<file path="src/rtl/core/csvt_pkg.sv">
// Shared types and character codes for the CSV cell tokenizer.
// Used by csvt_decode, csvt_emit, csv_cell_tokenizer and its checker; no dependencies.
`default_nettype none

package csvt_pkg;

  // Character codes that steer the tokenizer.
  localparam logic [7:0] CH_QUOTE = 8'h22;
  localparam logic [7:0] CH_COMMA = 8'h2C;
  localparam logic [7:0] CH_SEMI  = 8'h3B;
  localparam logic [7:0] CH_TAB   = 8'h09;
  localparam logic [7:0] CH_LF    = 8'h0A;
  localparam logic [7:0] CH_CR    = 8'h0D;

  // Result kinds.
  localparam logic [1:0] KIND_BYTE = 2'd0;
  localparam logic [1:0] KIND_CELL = 2'd1;
  localparam logic [1:0] KIND_ROW  = 2'd2;
  localparam logic [1:0] KIND_END  = 2'd3;

  // Most results one input byte can cause.
  localparam int unsigned MAX_RES = 3;

  typedef struct packed {
    logic [7:0] data_byte;
    logic       is_final;
  } in_word_t;

  typedef struct packed {
    logic [1:0] out_kind;
    logic [7:0] out_byte;
    logic       run_last;
  } out_word_t;

  typedef struct packed {
    logic inside_quotes;
    logic quote_pending;
    logic cr_pending;
    logic cell_has_data;
    logic row_has_cells;
  } tok_state_t;

  // Everything one decoded byte produces: its results, how many, and the new state.
  typedef struct packed {
    logic [1:0]                 cnt;
    out_word_t [MAX_RES-1:0]    res;
    tok_state_t                 st_nxt;
  } dec_t;

endpackage

`default_nettype wire

</file>
<file path="src/rtl/core/csvt_decode.sv">
// Combinational decode of one text byte against the tokenizer state.
// Depends on csvt_pkg.
`default_nettype none

module csvt_decode (
  input  wire csvt_pkg::tok_state_t st_in,
  input  wire csvt_pkg::in_word_t   word,
  output csvt_pkg::dec_t            dec
);

  always_comb begin
    csvt_pkg::tok_state_t st;
    logic [1:0] n;
    logic       used;
    logic [7:0] c;
    st   = st_in;
    n    = 2'd0;
    used = 1'b0;
    c    = word.data_byte;
    dec  = '0;

    // An LF straight after a row-ending CR belongs to that row end.
    if (st.cr_pending) begin
      st.cr_pending = 1'b0;
      if (c == csvt_pkg::CH_LF) begin
        used = 1'b1;
      end
    end

    // A quote inside quotes is resolved by the byte that follows it.
    if (!used && st.quote_pending) begin
      st.quote_pending = 1'b0;
      if (c == csvt_pkg::CH_QUOTE) begin
        dec.res[n] = '{out_kind: csvt_pkg::KIND_BYTE, out_byte: csvt_pkg::CH_QUOTE,
                       run_last: 1'b0};
        n = n + 2'd1;
        st.cell_has_data = 1'b1;
        used = 1'b1;
      end else begin
        st.inside_quotes = 1'b0;
      end
    end

    if (!used) begin
      if (st.inside_quotes) begin
        if (c == csvt_pkg::CH_QUOTE) begin
          st.quote_pending = 1'b1;
        end else begin
          dec.res[n] = '{out_kind: csvt_pkg::KIND_BYTE, out_byte: c, run_last: 1'b0};
          n = n + 2'd1;
          st.cell_has_data = 1'b1;
        end
      end else if (c == csvt_pkg::CH_QUOTE && !st.cell_has_data) begin
        st.inside_quotes = 1'b1;
      end else if (c == csvt_pkg::CH_COMMA || c == csvt_pkg::CH_SEMI ||
                   c == csvt_pkg::CH_TAB) begin
        dec.res[n] = '{out_kind: csvt_pkg::KIND_CELL, out_byte: 8'h00, run_last: 1'b0};
        n = n + 2'd1;
        st.row_has_cells = 1'b1;
        st.cell_has_data = 1'b0;
      end else if (c == csvt_pkg::CH_LF || c == csvt_pkg::CH_CR) begin
        dec.res[n] = '{out_kind: csvt_pkg::KIND_ROW, out_byte: 8'h00, run_last: 1'b0};
        n = n + 2'd1;
        st.cell_has_data = 1'b0;
        st.row_has_cells = 1'b0;
        st.cr_pending    = (c == csvt_pkg::CH_CR);
      end else begin
        dec.res[n] = '{out_kind: csvt_pkg::KIND_BYTE, out_byte: c, run_last: 1'b0};
        n = n + 2'd1;
        st.cell_has_data = 1'b1;
      end
    end

    // The final byte closes any open row and ends the stream.
    if (word.is_final) begin
      if (st.cell_has_data || st.row_has_cells) begin
        dec.res[n] = '{out_kind: csvt_pkg::KIND_ROW, out_byte: 8'h00, run_last: 1'b0};
        n = n + 2'd1;
      end
      dec.res[n] = '{out_kind: csvt_pkg::KIND_END, out_byte: 8'h00, run_last: 1'b0};
      n = n + 2'd1;
      st = '0;
    end

    if (n != 2'd0) begin
      dec.res[n - 2'd1].run_last = 1'b1;
    end

    dec.cnt    = n;
    dec.st_nxt = st;
  end

endmodule

`default_nettype wire

</file>
<file path="src/rtl/core/csvt_emit.sv">
// Result buffer: holds a decoded byte's results; hands one out per cycle unless stalled.
// Depends on csvt_pkg.
`default_nettype none

module csvt_emit (
  input  wire                      clk,
  input  wire                      rst_n,
  input  wire                      load,
  input  wire csvt_pkg::dec_t      dec,
  output logic                     free,
  output logic                     out_valid,
  input  wire                      out_stall,
  output csvt_pkg::out_word_t      out_data
);

  csvt_pkg::out_word_t [csvt_pkg::MAX_RES-1:0] slot_r, slot_nxt;
  logic [1:0] cnt_r, cnt_nxt;
  logic       pop;

  assign pop  = (cnt_r != 2'd0) && !out_stall;
  // The buffer can take a new set once it is empty or its last word leaves the port.
  assign free = (cnt_r == 2'd0) || ((cnt_r == 2'd1) && pop);

  always_comb begin
    slot_nxt = slot_r;
    cnt_nxt  = cnt_r;
    if (load) begin
      slot_nxt = dec.res;
      cnt_nxt  = dec.cnt;
    end else if (pop) begin
      slot_nxt[0] = slot_r[1];
      slot_nxt[1] = slot_r[2];
      cnt_nxt     = cnt_r - 2'd1;
    end
  end

  always_ff @(posedge clk) begin
    if (!rst_n) begin
      cnt_r <= 2'd0;
    end else begin
      cnt_r <= cnt_nxt;
    end
    slot_r <= slot_nxt;
  end

  assign out_valid = (cnt_r != 2'd0);
  assign out_data  = slot_r[0];

endmodule

`default_nettype wire

</file>
<file path="src/rtl/core/csv_cell_tokenizer.sv">
// Top level of the CSV cell tokenizer: input register, tokenizer state and result buffer.
// Depends on csvt_pkg, csvt_decode and csvt_emit.
//
// Usage. Text enters on the input channel one word per cycle while in_stall is
// low: a byte and a flag marking the last byte of the text. Results leave on
// the output channel one word per cycle while out_stall is low: a content
// byte, an end of cell, an end of cell and row, or an end of stream, with
// run_last set on the last result that a given byte causes. Comma, semicolon
// and tab separate cells; CR, LF or CR LF end a row; quotes open a quoted cell
// only at its start. Each byte passes through the input register and then the
// result buffer. Throughput: one byte per cycle while each byte gives at most
// one result and nothing stalls; a byte that gives more holds the input until
// its results but the last have left, because the result buffer hands out one
// word per cycle. A byte that gives no result (an LF after a CR, an opening
// quote) does not slow the input. When the receiver stalls, the result on the
// port holds and the input register fills, after which in_stall rises. After
// the final byte the state returns to its reset value, so the next byte starts
// a new text. Reset empties the input register and the result buffer and clears
// the tokenizer state; it takes effect at the first clock edge with rst_n low.
`default_nettype none

module csv_cell_tokenizer (
  input  wire                      clk,
  input  wire                      rst_n,
  input  wire                      in_valid,
  output logic                     in_stall,
  input  wire csvt_pkg::in_word_t  in_data,
  output logic                     out_valid,
  input  wire                      out_stall,
  output csvt_pkg::out_word_t      out_data
);

  csvt_pkg::in_word_t   in_r;
  logic                 in_vld_r, in_vld_nxt;
  csvt_pkg::tok_state_t st_r, st_nxt;
  csvt_pkg::dec_t       dec;
  logic                 free;
  logic                 load;
  logic                 accept;

  // The held byte is decoded and moved into the result buffer as soon as the
  // buffer will be empty; the state advances at the same edge.
  assign load     = in_vld_r && free;
  assign in_stall = in_vld_r && !load;
  assign accept   = in_valid && !in_stall;

  assign in_vld_nxt = accept || (in_vld_r && !load);
  assign st_nxt     = load ? dec.st_nxt : st_r;

  always_ff @(posedge clk) begin
    if (!rst_n) begin
      in_vld_r <= 1'b0;
      st_r     <= '0;
    end else begin
      in_vld_r <= in_vld_nxt;
      st_r     <= st_nxt;
    end
    if (accept) begin
      in_r <= in_data;
    end
  end

  csvt_decode u_decode (
    .st_in (st_r),
    .word  (in_r),
    .dec   (dec)
  );

  csvt_emit u_emit (
    .clk       (clk),
    .rst_n     (rst_n),
    .load      (load),
    .dec       (dec),
    .free      (free),
    .out_valid (out_valid),
    .out_stall (out_stall),
    .out_data  (out_data)
  );

endmodule

`default_nettype wire

</file>
<file path="config.mk">
export PLATFORM = sky130hd
export DESIGN_NAME = csv_cell_tokenizer
export DESIGN_NICKNAME = d
export VERILOG_FILES = /design/src/rtl/core/csvt_pkg.sv /design/src/rtl/core/csvt_decode.sv /design/src/rtl/core/csvt_emit.sv /design/src/rtl/core/csv_cell_tokenizer.sv
export SDC_FILE = /design/constraint.sdc
export NUM_CORES = 1
export LEC_CHECK = 0
export ABC_AREA = 1
export BUFFER_PORTS_ARGS = -buffer_cell sky130_fd_sc_hd__buf_2
export CORE_MARGIN = 3
export CORE_UTILIZATION = 65
export CTS_CLUSTER_SIZE = 10
export DETAILED_ROUTE_END_ITERATION = 10
export GPL_TIMING_DRIVEN = 1
export PLACE_DENSITY = 0.82
export SYNTH_ARGS = -nofsm -noshare
export SYNTH_HDL_FRONTEND = slang
export SYNTH_HIERARCHICAL = 1
export SYNTH_SLANG_ARGS = --single-unit
</file>
<file path="constraint.sdc">
create_clock -name clk -period 8.48 [get_ports clk]
set_clock_uncertainty 0.1 [all_clocks]
set_input_delay 0.848 -clock clk [delete_from_list [all_inputs] [get_ports clk]]
set_output_delay 0.848 -clock clk [all_outputs]
set_load 0.03 [all_outputs]
</file>
==> results of run 1 <==
[path summary, 6_finish.rpt]
kind | start | endpoint | slack [ps] | depth (start not counted)
max | in_r[6]$_DFFE_PP_ | u_emit/slot_r[11]$_DFFE_PP_ | 5340 | 21
min | in_vld_r$_SDFF_PN0_ | in_vld_r$_SDFF_PN0_ | 400 | 2
max reg2reg | in_r[6]$_DFFE_PP_ | u_emit/slot_r[11]$_DFFE_PP_ | 5340 | 21
min reg2reg | in_vld_r$_SDFF_PN0_ | in_vld_r$_SDFF_PN0_ | 400 | 2
[logic make-up (layout without fill, tap and decap cells)]
kind of cell,count (synthesis),in the layout,synth area share
buf+inv,77,75,0.145
other cells,1,16,0.00126
flops,50,50,0.478
simple gates,195,195,0.303
compound gates,23,23,0.0476
fa+ha+maj,6,6,0.0253
[through the flow]
step           utilization  hold WS [ps]  area [um2]
3_3_place_gp         0.702           387        2950
5_1_grt              0.731           420        3070
3_5_place_dp         0.702           389        2950
2_1_floorplan            -           370        3030
6_report             0.731           398        3070
4_1_cts              0.731           402        3070
[state kept, by name (all words and copies together), names as in the netlist]
name	cells
st_r	5
u_emit/slot_r	22
in_r	9
u_emit/out_data	11
u_emit/cnt_r	2
in_vld_r	1
[layout by cell type (no fill, tap or decap)]
cell / n
a21boi_0: 1
a21oi_1: 11
a21oi_2: 2
buf_2: 25
buf_4: 1
bufinv_16: 1
clkbuf_8: 6
conb_1: 16
dfxtp_1: 8
edfxtp_1: 42
ha_1: 6
inv_1: 31
inv_2: 9
inv_4: 1
inv_6: 1
nand2_1: 128
nand2_2: 5
nand2_4: 3
nand2_8: 1
nand3_1: 12
nand3_2: 3
nand3_4: 3
nand3b_1: 1
nand4_4: 1
nor2_1: 30
nor2_2: 3
nor2_4: 1
nor3_1: 3
nor4_1: 1
o2111ai_1: 1
o21ai_0: 1
o21ai_1: 3
o21ai_2: 3
o22ai_1: 1
[per-layer routing]
metal  GRT usage  routed length, um  vias to the layer above
met5           0                  0                        -
met4      0.0805                 91                        0
met3      0.0616                352                        7
met2       0.342               2430                       65
met1       0.272               2340                      925
li1            -                  -                     1091
[tightest hold or removal path, stage by stage, from the launching register on]
cell and delay (ps):
dfxtp_1 320, nand2_1 70, a21boi_0 70
[final cells by class]
class                           instances  area, um2
Clock buffer                            6       82.6
Tap cell                               50       62.6
Fill cell                             321       1130
Sequential cell                        50       1420
Multi-Input combinational cell        240       1180
Clock inverter                          2       38.8
Inverter                               41        156
Timing Repair Buffer                   26        133
[power breakdown]
| part | leakage, nW | internal (mW) | switching, mW |
|---|---|---|---|
| Combinational | 0.988 | 0.0761 | 0.197 |
| Sequential | 0.467 | 0.347 | 0.0250 |
| Clock | 0.0618 | 0.0971 | 0.0811 |
==> impl_metrics.csv, run 1 <==
group,metric,value,unit
logic_synthesis,post-synth-top-area-fraction,0.424,
logic_synthesis,synth_seq_cells,50,
die,io-pin-count,26,
setup_path,cp.arrival,3120,ps
setup_path,cp.required,8460,ps
sta,setup_viol,0,
routing,drt_wl_total,5220,um
power,power_density,268,mW/mm2
cells_and_area,nets,383,
power,peakVddDrop,180,uV
cells_and_area,drive_above_1_share,0.189,
setup_path,crit_chain,"inv_1 > nand2_1 > nor2_2 > nand3_4 > nand2_4 > nand2_1 > inv_1 > nand2_1 > ha_1 > nand2_1 > nand3b_1 > nand2_1 > nor2_2 > a21oi_2 > ha_1 > nand2_1 > o21ai_2 > inv_1 > nor2_1 > nand2_1 > nand2_1",
setup_path,path_class,"reg2reg",
logic_synthesis,syn_area,0.00297,mm2
routing,drtIter0Drc,122,
routing,routed_via_density,5.03,
run_status,outcome,"finished, final reports clean",
routing,final_antenna_net_count,0,
setup_path,critPathMaxStageDelay,450,ps
place,placed_cells,407,
sta,final-hold-violation-count,0,
clock_tree,clock_path_buffers,2,
logic_synthesis,synthMostInstantiatedCell,"nand2_1",
place,dp_hpwl,3820,um
routing,wl_per_cell,12.6,um
sta,finalSetupTns,0,ps
die,die_w,73.6,um
logic_synthesis,synthTopCellsByCount,"nand2_1, edfxtp_1, inv_1, nor2_1, buf_4",
sta,finalCritPeriodShare,0.370,
logic_synthesis,synthArstFlopShare,0,
global_routing,grt_first_pass_wirelength,8540,um
setup_path,critical_path.top_delay_family,"simple AND/OR/NAND/NOR gates",
clock_tree,cts.clk_slew.worst_paths,90,ps
sta,worst_slew_pin_slew,825,ps
global_routing,grt_pass1_vias,1919,
power,power_leakage,1.52,nW
cells_and_area,fin_cells,415,
die,start_util,0.708,
routing,drt-pass1-iter-count,4,
global_routing,track_usage,0.213,
setup_path,cp_max_fo,10,
clock_tree,cts_buffers,5,
global_routing,globalRouteOverflowTotal,0,
cells_and_area,diodes,0,
flow_run,max_cap_viol_count,0,
clock_tree,cts_num_sinks,50,
setup_path,crit_top_cell,"nand2_1",
sta,layout_setup_ws,5340,ps
clock_tree,worstSkewPairLatency,310,ps
setup_path,start_kind,"flop",
clock_tree,cts_tree,"done",
place,portBuffers,25,
logic_synthesis,synthTopCellsByArea,"edfxtp_1, nand2_1, buf_4",
routing,via_count,2088,
die,core_area,0.00420,mm2
setup_path,cp_num_buf_inv,3,
setup_path,critical_path.endpoint_type,"flop",
logic_synthesis,yosysUniqueCellTypes,33,
clock_tree,cts_resized,0,
sta,fmax,318,MHz
die,rows,23,
cells_and_area,area_growth,3.33,%
power,power,0.823,mW
sta,slew_viol_final,0,
logic_synthesis,yosys_warnings,6,
place,dp_slack,5320,ps
sta,period_needed,3140,ps
logic_synthesis,yosysTopAreaCell,"edfxtp_1",
clock_tree,cts_hold_buf,0,
clock_tree,cts_root_buf,"clkbuf_8",
routing,drc,0,
logic_synthesis,ys.flop_type,"edfxtp_1",
sta,max_slew_margin,0.449,
die,die_area,0.00542,mm2
clock_tree,cts_setup_buffers,0,
setup_path,critPathSlowestCell,"edfxtp_1",
logic_synthesis,synthesis.instances,352,
die,die_h,73.6,um
global_routing,grt_max_degree,40,
logic_synthesis,synth-seq-area-share,0.478,
place,gp_congestion,0.916,
min_path,min_path_type,"reg2reg",
logic_synthesis,synth_edf_count,42,
clock_tree,cts_max_level,2,
logic_synthesis,synth.avg_cell_area,8.45,um2
global_routing,antenna_found_initial,0,
sta,rsz0062_at_grt,"no",
(Power assumes the default switching activity.)
==> run 2: changes to the inputs <==
CORE_UTILIZATION = 60   (was 65)
PLACE_DENSITY = 0.76   (was 0.82)
clock period = 3 ns   (was 8.48 ns; I/O delays follow)
==> run 2 against run 1 <==
Clock power up 120%. Flip-flop and latch count unchanged. Wire length up 3.2%. Total power rose to 2.8 times the previous value. Sequential power rose to 2.8 times the previous value. Via count up 4.1%. First-iteration DRC count up 37%. Combinational power rose to 3.0 times the previous value. Register-to-register slack worse by 5300 ps. Critical path depth unchanged. Die area up 7.6%. Non-clock buffer count up 13. Critical path type unchanged.
==> impl_metrics.csv, run 2 (synthesis gave the netlist of run 1 again) <==
group,metric,value,unit
run_status,outcome,"finished, final reports clean",
setup_path,critPathSlowestCell,"edfxtp_1",
clock_tree,cts_max_level,2,
power,power_leakage,1.56,nW
setup_path,cp.arrival,2920,ps
clock_tree,clock_path_buffers,2,
routing,via_count,2174,
cells_and_area,largest_reg_flops,22,
cells_and_area,fin_area,0.00322,mm2
sta,period_needed,2940,ps
global_routing,grt_pass1_vias,1944,
cells_and_area,drive_above_1_share,0.246,
place,placed_cells,429,
clock_tree,cts_root_buf,"clkbuf_8",
sta,fin_hold_ws,59.6,ps
routing,routed_via_density,4.91,
power,seqPwrFrac,0.460,
setup_path,crit_top_cell,"nand2_1",
die,io-pin-count,26,
power,p_int,1.39,mW
routing,final_antenna_net_count,0,
sta,slew_viol_final,0,
die,die_w,76.4,um
setup_path,critPathMaxStageDelay,410,ps
power,power,2.27,mW
cells_and_area,diodes,0,
power,combPwrFrac,0.364,
global_routing,grt_first_pass_wirelength,8670,um
sta,max_slew_margin,0.488,
place,portBuffers,25,
routing,drc,0,
flow_run,max_cap_viol_count,0,
power,p_clk_frac,0.176,
sta,finalCritPeriodShare,0.980,
cells_and_area,nets,396,
die,die_area,0.00584,mm2
sta,fmax,340,MHz
cells_and_area,final_cell_mix,"nand2_1, edfxtp_1, nor2_1",
power,p_sw,0.879,mW
routing,drtIter0Drc,167,
cells_and_area,area_growth,8.42,%
clock_tree,cts.clk_slew.worst_paths,90,ps
clock_tree,cts_tree,"done",
min_path,min_path_type,"in2reg",
setup_path,crit_chain,"inv_1 > nand2_2 > nor2_1 > nand2_1 > inv_2 > nand2_4 > inv_4 > nand2_4 > ha_4 > nand2_2 > nand3b_1 > nand2_1 > nor2_2 > a21oi_2 > buf_4 > buf_4 > ha_1 > nand2_1 > inv_1 > nand2_1 > nand2_1",
global_routing,track_usage,0.188,
place,dp_hpwl,3840,um
cells_and_area,postLayoutCoreUtil,0.706,
routing,wl_per_cell,12.1,um
clock_tree,worstSkewPairLatency,310,ps
routing,drt_wl_total,5380,um
setup_path,path_class,"reg2reg",
sta,setup_viol,0,
die,core_area,0.00456,mm2
setup_path,cp_max_fo,3,
setup_path,start_kind,"flop",
sta,rsz0062_at_grt,"yes",
sta,finalSetupTns,0,ps
die,start_util,0.651,
setup_path,critical_path.endpoint_type,"flop",
clock_tree,cts_buffers,5,
sta,layout_setup_ws,60.5,ps
power,peakVddDrop,423,uV
global_routing,grt_max_degree,33,
cells_and_area,largest_register,"u_emit/slot_r",
die,die_h,76.4,um
place,dp_slack,-2.74,ps
clock_tree,cts_num_sinks,50,
power,p_sw_frac,0.388,
cells_and_area,fin_cells,443,
die,rows,24,
clock_tree,cts_hold_buf,0,
cells_and_area,final_common_cell,"nand2_1",
power,power_density,703,mW/mm2
global_routing,globalRouteOverflowTotal,0,
routing,drt-pass1-iter-count,4,
sta,final-hold-violation-count,0,
sta,worst_slew_pin_slew,766,ps
place,gp_congestion,0.852,
global_routing,antenna_found_initial,0,
setup_path,cp.required,2980,ps
place,place_area,0.00302,mm2
## run 2: layout make-up
type | instances | area, um2
Inverter | 41 | 161
Sequential cell | 50 | 1420
Fill cell | 357 | 1340
Timing Repair Buffer | 39 | 230
Clock inverter | 3 | 20.0
Multi-Input combinational cell | 240 | 1240
Clock buffer | 5 | 68.8
Tap cell | 65 | 81.3
## run 2: worst paths after layout
path	start	endpoint	slack (ps)	cells after the start
hold / removal	in_data[3]	in_r[3]$_DFFE_PP_	60	1
hold reg to reg	in_vld_r$_SDFF_PN0_	in_vld_r$_SDFF_PN0_	410	2
setup reg to reg	in_r[1]$_DFFE_PP_	u_emit/slot_r[20]$_DFFE_PP_	60	21
setup / recovery	in_r[1]$_DFFE_PP_	u_emit/slot_r[20]$_DFFE_PP_	60	21
## run 2: power groups by stage
stage	Clock, mW	Combinational, mW	Sequential [mW]
final	0.399	0.825	1.04
after floorplan	0	0.716	1.04
after global placement	0	0.781	1.06
after detailed placement	0	0.796	1.06
after global routing	0.436	0.913	1.06
after CTS	0.406	0.800	1.05
## run 2: per-layer routing
layer	share of wire	track usage	routed length, um	up-vias
met4	0.029	0.0833	157	0
met2	0.47	0.302	2550	60
li1	-	-	-	1120
met3	0.040	0.0402	213	17
met1	0.46	0.246	2460	977
met5	0	0	0	-
## run 2: timing repair
action	in CTS	in global routing
gates resized for setup	0	20
pin swaps	0	13
endpoints found under the setup margin	1	17
buffers inserted	1	5
## run 2: critical path, delay by kind of cell (launching register included)
family	cells	cell delay, ps
AO/OA/AOI/OAI	1	60
adder cells (fa/ha/maj)	2	440
buffers and inverters	6	640
flip-flops	1	410
AND/OR/NAND/NOR	12	1060
==> run 3: changes to the inputs <==
ABC_AREA = not set   (was 1)
==> run 3 against run 2 <==
The run now ends with negative setup slack left. Synthesized cell count decreased by 28%. Die area decreased by 1.7%. Register-to-register slack got worse by 490 ps. Design area increased by 8.2%.
==> impl_metrics.csv, run 3 <==
group,metric,value,unit
run_status,outcome,"finished with violations",
run_status,violations,"negative setup slack",
logic_synthesis,synth_edf_count,42,
cells_and_area,final_common_cell,"buf_4",
global_routing,grt_first_pass_wirelength,8670,um
power,power,1.89,mW
logic_synthesis,synth.avg_cell_area,11.5,um2
logic_synthesis,synth_top_family_by_area,"simple AND/OR/NAND/NOR gates",
logic_synthesis,post-synth-top-area-fraction,0.432,
cells_and_area,nets,327,
sta,rsz0062_at_grt,"yes",
power,power_leakage,1.38,nW
die,start_util,0.643,
sta,finalCritPeriodShare,1.14,
logic_synthesis,synthAdderAreaFrac,0.0257,
setup_path,reg2reg_depth,14,
global_routing,globalRouteOverflowTotal,0,
setup_path,cp.arrival,3390,ps
routing,drt-pass1-iter-count,4,
cells_and_area,largest_reg_flops,22,
cells_and_area,postLayoutCoreUtil,0.769,
routing,routed_via_density,5.29,
global_routing,track_usage,0.204,
setup_path,critical_path.endpoint_type,"flop",
logic_synthesis,synthesis.instances,253,
power,peakVddDrop,363,uV
logic_synthesis,synth_seq_cells,50,
setup_path,r2r-start,"in_r[3]$_DFFE_PP_",
global_routing,grt_pass1_vias,1898,
logic_synthesis,synthMostInstantiatedCell,"edfxtp_1",
die,die_w,75.7,um
sta,final-hold-violation-count,0,
clock_tree,cts_max_level,2,
clock_tree,cts_num_sinks,50,
global_routing,grt_max_degree,36,
sta,layout_setup_ws,-429,ps
die,rows,24,
sta,fmax,292,MHz
logic_synthesis,yosysTopAreaCell,"edfxtp_1",
sta,max_slew_margin,0.280,
routing,drc,0,
clock_tree,cts_buffers,5,
clock_tree,worstSkewPairLatency,310,ps
logic_synthesis,yosys.area_share.xor_xnor,0.00858,
sta,finalSetupTns,-5250,ps
die,die_h,75.7,um
logic_synthesis,synthArstFlopShare,0,
min_path,min_path_type,"in2reg",
clock_tree,cts_root_buf,"clkbuf_8",
min_path,holdPathStages,1,
setup_path,start_kind,"flop",
place,dp_hpwl,3870,um
sta,slew_viol_final,0,
logic_synthesis,yosys.area_share.simple,0.162,
setup_path,r2r_setup_slack,-430,ps
place,place_area,0.00325,mm2
clock_tree,clock_path_buffers,2,
min_path,hold_start,"in_data[6]",
cells_and_area,area_growth,19.5,%
logic_synthesis,synth-compound-area-share,0.115,
logic_synthesis,synth-seq-area-share,0.487,
setup_path,cp.required,2970,ps
clock_tree,cts_tree,"done",
setup_path,cp_max_fo,5,
routing,drtIter0Drc,80,
logic_synthesis,synth.mux.area_fraction,0.0897,
routing,final_antenna_net_count,0,
cells_and_area,drive_above_1_share,0.469,
logic_synthesis,synthTopCellsByArea,"edfxtp_1, mux2_2, buf_4",
logic_synthesis,yosys_warnings,6,
routing,via_count,1980,
die,die_area,0.00573,mm2
flow_run,max_cap_viol_count,0,
min_path,hold_end,"in_r[6]$_DFFE_PP_",
sta,period_needed,3430,ps
logic_synthesis,ys.flop_type,"edfxtp_1",
cells_and_area,largest_register,"u_emit/slot_r",
sta,setup_viol,16,
clock_tree,cts_hold_buf,0,
cells_and_area,diodes,0,
place,portBuffers,25,
sta,worst_slew_pin_slew,1080,ps
logic_synthesis,yosysUniqueCellTypes,57,
routing,wl_per_cell,14.6,um
global_routing,antenna_found_initial,0,
die,io-pin-count,26,
die,core_area,0.00453,mm2
setup_path,path_class,"reg2reg",
cells_and_area,final_cell_mix,"buf_4, edfxtp_1, buf_2",
power,power_density,543,mW/mm2
logic_synthesis,syn_area,0.00292,mm2
routing,drt_wl_total,5480,um
clock_tree,cts.clk_slew.worst_paths,90,ps
place,dp_slack,-521,ps
logic_synthesis,synthTopCellsByCount,"edfxtp_1, buf_4, mux2_2, nor2_1, nand2_1",
place,gp_congestion,0.847,
cells_and_area,fin_area,0.00349,mm2
setup_path,worstReg2RegEnd,"u_emit/slot_r[11]$_DFFE_PP_",
==> run 3: layer usage <==
| layer | vias to the layer above | part of all wire | global-route usage |
|---|---|---|---|
| met3 | 9 | 0.040 | 0.0422 |
| met5 | - | 0 | 0 |
| met4 | 0 | 0.017 | 0.0796 |
| met2 | 49 | 0.49 | 0.350 |
| met1 | 947 | 0.45 | 0.251 |
| li1 | 975 | - | - |
==> run 3: cell families (layout without fill, tap and decap cells) <==
kind of cell,after synthesis,in the layout
buffers and inverters,46,87
muxes,23,23
and+or+nand+nor,80,80
xor gates and xnor gates,2,2
AOI/OAI and AO/OA,45,45
adders and majority gates,6,6
other,1,16
DFF,50,50
==> run 3: layout make-up <==
type | instances | area [um2]
clock inverters | 2 | 15.0
flip-flops and latches | 50 | 1420
fillers | 313 | 1050
repair buffers | 71 | 470
inverters | 8 | 30.0
multi-input cells | 172 | 1400
well taps | 65 | 81.3
clock buffers | 6 | 72.6
==> run 3: how the worst max path moves through the flow <==
| stage | startpoint | to | slack, ps | depth (start not counted) |
|---|---|---|---|---|
| finish | in_r[3]$_DFFE_PP_ | u_emit/slot_r[11]$_DFFE_PP_ | -430 | 14 |
| detailed placement | in_r[3]$_DFFE_PP_ | u_emit/slot_r[11]$_DFFE_PP_ | -520 | 15 |
| global route | in_r[3]$_DFFE_PP_ | u_emit/slot_r[11]$_DFFE_PP_ | -570 | 14 |
| CTS | in_r[3]$_DFFE_PP_ | u_emit/out_data[2]$_DFFE_PP_ | -480 | 13 |
| floorplan | in_r[1]$_DFFE_PP_ | u_emit/out_data[2]$_DFFE_PP_ | -520 | 15 |
| global placement | in_r[3]$_DFFE_PP_ | u_emit/slot_r[11]$_DFFE_PP_ | -400 | 15 |
==> run 3: metrics by stage <==
| stage | instances | hold WS (ps) |
|---|---|---|
| detailed placement | 358 | 374 |
| global route | 374 | 51.8 |
| CTS | 371 | 59.4 |
| global placement | 358 | 352 |
| finish | 374 | 60.4 |
| floorplan | 268 | 299 |
==> run 3: what timing repair did <==
action | in CTS | in global routing
endpoints found under the setup margin | 16 | 19
pin swaps | 4 | 4
endpoints found under the hold margin | 0 | 0
resized for setup | 14 | 11
setup buffers | 5 | 5
==> run 3: worst max-delay path, cell delays in order, from the launching register on <==
cell      delay [ps]
edfxtp_1         400
or3b_4           410
or4_4            510
nor2_8           120
nand2_2           70
ha_4             220
o32ai_4          260
nor3_4            70
a21oi_2          130
ha_2             300
nand2_2           90
o21ai_2           80
o21ai_1          100
a21oi_1           50
mux2_2           290
==> run 3: report_power, final <==
| part | switching, mW | leakage [nW] | internal, mW |
|---|---|---|---|
| clock | 0.224 | 0.0374 | 0.165 |
| combinational | 0.316 | 0.878 | 0.220 |
| sequential | 0.0456 | 0.465 | 0.921 |
| total | 0.586 | 1.38 | 1.31 |
